==> src/design/mia_div.sv <==
// Restoring divider, one quotient bit per cycle, with overflow tracking.
// Self-contained; the top level uses it for every inverse element of a nonsingular matrix.
module mia_div #(
  parameter int W  = 32,
  parameter int F  = 16,
  parameter int MW = 96,
  parameter int DW = 130
) (
  input  logic          clk,
  input  logic          rst_n,
  input  logic          go,
  input  logic [MW-1:0] num,
  input  logic [DW-1:0] den,
  output logic          done,
  output logic [W:0]    quo,
  output logic          ovf,
  output logic          rnd
);

  localparam int NB = MW + 2 * F;
  localparam int NC = $clog2(NB);

  logic          busy_r;
  logic          done_r;
  logic [NC-1:0] cnt_r;
  logic [NB-1:0] n_r;
  logic [DW-1:0] den_r;
  logic [DW-1:0] rem_r;
  logic [W:0]    q_r;
  logic          ovf_r;
  logic [DW:0]   rem2;
  logic [DW:0]   diff;
  logic          ge;

  assign rem2 = {rem_r, n_r[NB-1]};
  assign diff = rem2 - {1'b0, den_r};
  assign ge   = rem2 >= {1'b0, den_r};

  always_ff @(posedge clk) begin
    if (!rst_n) begin
      busy_r <= 1'b0;
      done_r <= 1'b0;
    end else begin
      done_r <= 1'b0;
      if (go) begin
        busy_r <= 1'b1;
        cnt_r  <= '0;
        n_r    <= NB'(num) << (2 * F);
        den_r  <= den;
        rem_r  <= '0;
        q_r    <= '0;
        ovf_r  <= 1'b0;
      end else if (busy_r) begin
        rem_r <= ge ? diff[DW-1:0] : rem2[DW-1:0];
        q_r   <= {q_r[W-1:0], ge};
        ovf_r <= ovf_r | q_r[W];
        n_r   <= n_r << 1;
        cnt_r <= cnt_r + 1'b1;
        if (cnt_r == NC'(NB - 1)) begin
          busy_r <= 1'b0;
          done_r <= 1'b1;
        end
      end
    end
  end

  assign done = done_r;
  assign quo  = q_r;
  assign ovf  = ovf_r;
  // Round half up: twice the remainder against the divisor.
  assign rnd  = {rem_r, 1'b0} >= {1'b0, den_r};

endmodule

==> config.mk <==
export PLATFORM = sky130hd
export DESIGN_NAME = mia_div
export DESIGN_NICKNAME = d
export VERILOG_FILES = /design/src/design/mia_div.sv
export SDC_FILE = /design/constraint.sdc
export NUM_CORES = 1
export LEC_CHECK = 0
export ABC_AREA = 0
export BUFFER_PORTS_ARGS = -buffer_cell sky130_fd_sc_hd__buf_2
export CORE_ASPECT_RATIO = 0.9
export CORE_MARGIN = 2
export CORE_UTILIZATION = 25
export CTS_BUF_LIST = sky130_fd_sc_hd__clkbuf_4 sky130_fd_sc_hd__clkbuf_8 sky130_fd_sc_hd__clkbuf_16
export DETAILED_ROUTE_END_ITERATION = 6
export GPL_ROUTABILITY_DRIVEN = 0
export SETUP_SLACK_MARGIN = 0.5
export SYNTH_ARGS = -nofsm -noshare
export SYNTH_HDL_FRONTEND = slang
export SYNTH_SLANG_ARGS = --single-unit
export TNS_END_PERCENT = 100
==> constraint.sdc <==
create_clock -name clk -period 9.2 [get_ports clk]
set_input_delay 1.84 -clock clk [delete_from_list [all_inputs] [get_ports clk]]
set_output_delay 1.84 -clock clk [all_outputs]
set_load 0.02 [all_outputs]
# After elaboration in Yosys (flattened, before gate mapping)
# Cells that the tools add are included.
[word_totals]
output_inout_bits = 36
register_bits = 430
input_bits = 229
[op_classes]
n_addsub = 2
n_eq_ne = 1
n_lt_le_gt_ge = 2
n_reduce_logical = 4
bitwise_logic = 3
mux = 11
[op_table]
columns = ["cell", "n"]
rows = [
  ["greater-or-equal comparator 131 x 130 -> 1 bit", 2],
  ["two-way mux 130 bit", 2],
  ["two-way mux 128 bit", 2],
  ["subtractor 130 bit", 1],
  ["two-way mux 33 bit", 1],
  ["adder 7 x 1 -> 7 bit, second input constant", 1],
  ["== test 7 bit, second input constant", 1],
  ["two-way mux 7 bit", 1],
  ["two-way mux 1 bit", 5],
  ["AND reduction 2 bit", 2],
  ["OR reduction 3 bit", 1],
  ["NOT 1 bit", 2],
  ["nonzero test 2 bit", 1],
  ["bitwise OR 1 bit", 1],
]

# Longest topological paths before layout
[logic_depth]
depth_word = 4
mapped_depth = 17

# Worst setup path after synthesis
# Ideal clock, no wire load.
[synth_path]
kind = "in2reg"
from = "input go"
to = "register cnt_r[0], enable pin"
n_path_buf = 2
arrival_time_ns = 8.331
path_stages = 3
required_time_ns = 8.546
setup_ns = 0.654
slack_ns = 0.215
cell_sequence = "clkbuf_1 > clkbuf_1 > o21a_1"
[synth_via]
elab_chain_cells = 2
[synth_rtl]
columns = ["element", "line_no", "text"]
rows = [
  ["start: declaration", "11", "input logic go,"],
  ["nonzero test 2 bit (no line)", "--", ""],
  ["AND reduction 2 bit (no line)", "--", ""],
  ["end signal: assignment", "58", "cnt_r <= cnt_r + 1'b1;"],
  ["end: declaration", "25", "logic [NC-1:0] cnt_r;"],
]
# Every way passes these cells.
# A chain may end at the register's enable or synchronous reset.

# Final worst setup path
[layout_path]
from = "register rem_r[53]"
to = "output rnd"
[layout_via]
elab_chain_cells = 1
[layout_rtl]
columns = ["element", "line_no", "text"]
rows = [
  ["start: declaration", "28", "logic [DW-1:0] rem_r;"],
  ["start signal: assignment", "54", "rem_r <= ge ? diff[DW-1:0] : rem2[DW-1:0];"],
  ["greater-or-equal comparator 131 x 130 -> 1 bit", "71", "assign rnd = {rem_r, 1'b0} >= {1'b0, den_r};"],
  ["end: declaration", "17", "output logic rnd"],
]
# Every way passes these cells.

==> metrics.yaml <==
post-route-drc-count: 0
grt_pass1_vias: 19754
r2r_end: "rem_r[93]"
cts_sinks: 399
synth_fa_ha_area_share_pct: 6.522
synth_seq_area_share_pct: 47.02
min_path_type: "flip-flop to flip-flop"
synth_edf_count: 397
pin_count: 265
crit_path_frequent_cell: "o21ai_0"
status: "finished, final reports clean"
grt_max_degree: 177
critPathMaxStageDelay_ns: 0.60
post_cts_resized: 0
min_period_over_period_pct: 64.82
endpoint_kind: "output pin"
synth_top_area_share_pct: 46.87
final_util_pct: 29.45
crit_required_ns: 7.36
r2r_cells: 13
cp_top_family: "compound AO/OA/AOI/OAI gates"
post_route_cells_drive_above_1_share_pct: 18.14
drtPass1Iterations: 5
vias: 20549
die_area_um2: 104300
post_drt_wl_per_cell_um: 19.00
rsz0062_at_grt: "false"
core_area_um2: 100500
hold_end: "done"
final_antenna_net_count: 0
slew_viol_final: 0
synth.cell_area_um2: 25440
grtUsageTotal_pct: 14.57
synth-async-reset-ratio_pct: 0
crit_buf_inv: 1
viasPerCell: 4.970
hpwlAfterDp_um: 58980
finalSetupViolCount: 0
clockBufferDepth: 3
grt_pass1_wl_um: 119300
fillers: 10601
crit_chain: "ha_1, a21oi_1, o21ai_0, a221oi_1, o21ai_0, a31oi_1, o21ai_0, a21oi_1, nand3_1, buf_2"
synth_compound_area_share_pct: 17.37
p_leak_nw: 11.32
synth_top_family_by_area: "compound AO/OA/AOI/OAI gates"
tightest_slew_ns: 1.187
muxShareOfSynthArea_pct: 4.442
grtUsageMet2_pct: 22.96
min_path_cells: 2
yosys.area.top_type: "edfxtp_1"
fp.dieW_um: 340.2
grt_busiest_layer: "met2"
cts_made_buffers: 49
rows: 110
slew_headroom_pct: 20.01
syn_nets: 2937
syn_avg_cell_area_um2: 9.875
r2r_setup_slack_ns: 3.85
die_h_um: 306.6
antenna_found_initial: 23
met1_usage_pct: 20.86
drtIter0Drc: 2120
gr-usage-met3_pct: 2.609
area_delta_synth_final_pct: 16.32
grt-ovfl-total: 0
max_freq_mhz: 167.7
crit_arrival_ns: 4.12
cts_tree: "done"
ys_ff_latch: 399
ys.flop_type: "edfxtp_1"
initial_utilization_pct: 25.32
yosysWarnings: 0
crit_path_start_kind: "flip-flop"
clock_latency_ns: 0.62
final.min_clock_period_ns: 5.964
synth.distinct_cells: 89
layout.nets: 3111
timing.final.hold_violations: 0
synthCells: 2576
yosys.area_share.xor_xnor_pct: 4.166
startpoint: "rem_r[53]"
fin_skew_ns: 0.04994
synthSimpleGateAreaFrac_pct: 15.12
min_from: "busy_r"
fin_tns_setup_ns: 0
maxCapViolCount: 0
cts_setup_buffers: 0
r2r_start: "rem_r[53]"
ir_drop_uv: 129.2
p_per_area_nw_per_um2: 201.5
root_buffer: "clkbuf_16"
path_class: "flip-flop to output pin"
clk_pin_slew_ns: 0.06
cp_max_fo: 8
crit_slowest_cell: "a221oi_1"
wl_um: 78580
holdWs_ns: 0.4546
portBuffers: 264
h-tree-depth: 2
holdBufCountCts: 0
synth_area_leaders: "edfxtp_1 47%, ha_1 6.4%, a21oi_1 5.8%"
-- layer usage --
layer	share of wire, %	vias up
met4	1.9	2
li1	-	9799
met3	7.4	126
met5	0.011	-
met2	45	771
met1	46	9851
-- logic make-up after synthesis --
family,count (synthesis)
flip-flops,399
adder cells (fa/ha/maj),132
AO/OA/AOI/OAI,709
XOR/XNOR,121
multiplexers,101
AND/OR/NAND/NOR,782
buffers and inverters,332
-- cells in the mapped netlist (5+ instances only) --
| cell type | count |
|---|---|
| nand3_1 | 40 |
| a221oi_1 | 7 |
| mux2i_1 | 6 |
| and3_1 | 9 |
| nand2_1 | 310 |
| and4_1 | 10 |
| buf_2 | 53 |
| and2_1 | 9 |
| o21a_1 | 17 |
| nor4b_1 | 5 |
| edfxtp_1 | 397 |
| o221ai_1 | 5 |
| a21boi_0 | 6 |
| nor2_1 | 159 |
| a21oi_1 | 295 |
| mux2_2 | 95 |
| xnor2_1 | 73 |
| ha_1 | 131 |
| nor2b_1 | 40 |
| o31ai_1 | 9 |
| a211oi_1 | 40 |
| or3_1 | 14 |
| nand2b_1 | 16 |
| o211ai_1 | 15 |
| o21ai_1 | 7 |
| a31oi_1 | 24 |
| nor3_1 | 38 |
| buf_4 | 11 |
| a21o_1 | 41 |
| clkbuf_1 | 80 |
| xor2_1 | 48 |
| inv_1 | 180 |
| or2_2 | 8 |
| or4_1 | 6 |
| o21ai_0 | 140 |
| nand4_1 | 78 |
| o21bai_1 | 42 |
| nor4_1 | 18 |
| a41oi_1 | 5 |
-- per-stage QoR --
| stage | instances | power [W] | setup slack [ns] | cell area [µm²] |
|---|---|---|---|---|
| after floorplan | 2576 | 0.003477 | 2.974 | 25440 |
| after global placement | 4043 | 0.003911 | 4.053 | 27890 |
| after detailed placement | 4043 | 0.003920 | 3.855 | 27890 |
| after CTS | 4134 | 0.005997 | 3.282 | 29580 |
| after global routing | 4135 | 0.006266 | 3.063 | 29590 |
| final | 4135 | 0.005962 | 3.236 | 29590 |
-- sequential cells by signal, indices dropped and copies added (netlist names) --
signal	count
busy_r	1
cnt_r	7
den_r	130
done	1
n_r	96
ovf	1
quo	33
rem_r	130
-- layout by cell type (no fill, tap or decap), drive strengths merged, types with 8 or more instances in the layout --
cell	count
mux2	95
and2	9
nor2	160
a21boi	8
a21oi	295
o211ai	17
buf	273
and4	10
and3	9
or2	9
edfxtp	397
clkbuf	56
nand4	83
a31oi	28
o21bai	42
xnor2	73
nor4	22
nor2b	40
nand3	41
nand2b	16
xor2	48
a21o	41
nor3	38
a211oi	42
inv	184
o21a	17
nand2	312
or3	16
clkinv	22
bufinv	8
ha	131
o21ai	148
o31ai	11
-- worst max-delay path by stage --
| stage | endpoint | depth (start not counted) | slack (ns) |
|---|---|---|---|
| after floorplan | cnt_r[0] | 3 | 2.97 |
| after global placement | rem_r[93] | 13 | 4.05 |
| after detailed placement | rem_r[93] | 13 | 3.85 |
| after CTS | rnd | 10 | 3.28 |
| after global routing | rnd | 10 | 3.06 |
| final | rnd | 10 | 3.24 |
-- worst min-delay path: cells and delay by family, from the launching register on --
kind,cells,cell delay (ns)
flip-flops,1,0.32
AND/OR/NAND/NOR,2,0.10
-- final cells by class --
| cell class | count | area, µm² | area share [%] |
|---|---|---|---|
| Clock buffer | 55 | 1289 | 4.356 |
| Tap cell | 1344 | 1682 | 5.684 |
| Multi-Input combinational cell | 1845 | 12140 | 41.04 |
| Sequential cell | 399 | 11960 | 40.43 |
| Antenna cell | 1 | 2.502 | 0.008458 |
| Inverter | 181 | 679.4 | 2.296 |
| Timing Repair Buffer | 274 | 1430 | 4.834 |
| Clock inverter | 36 | 401.6 | 1.357 |
-- where the power goes --
group          internal (W)  total (W)  leakage [nW]  switching, W
registers           0.00220    0.00227          3.83     0.0000639
clock network       0.00123    0.00204         0.832      0.000809
logic              0.000586    0.00165          6.66       0.00107
Power figures use the tool's default switching activity.
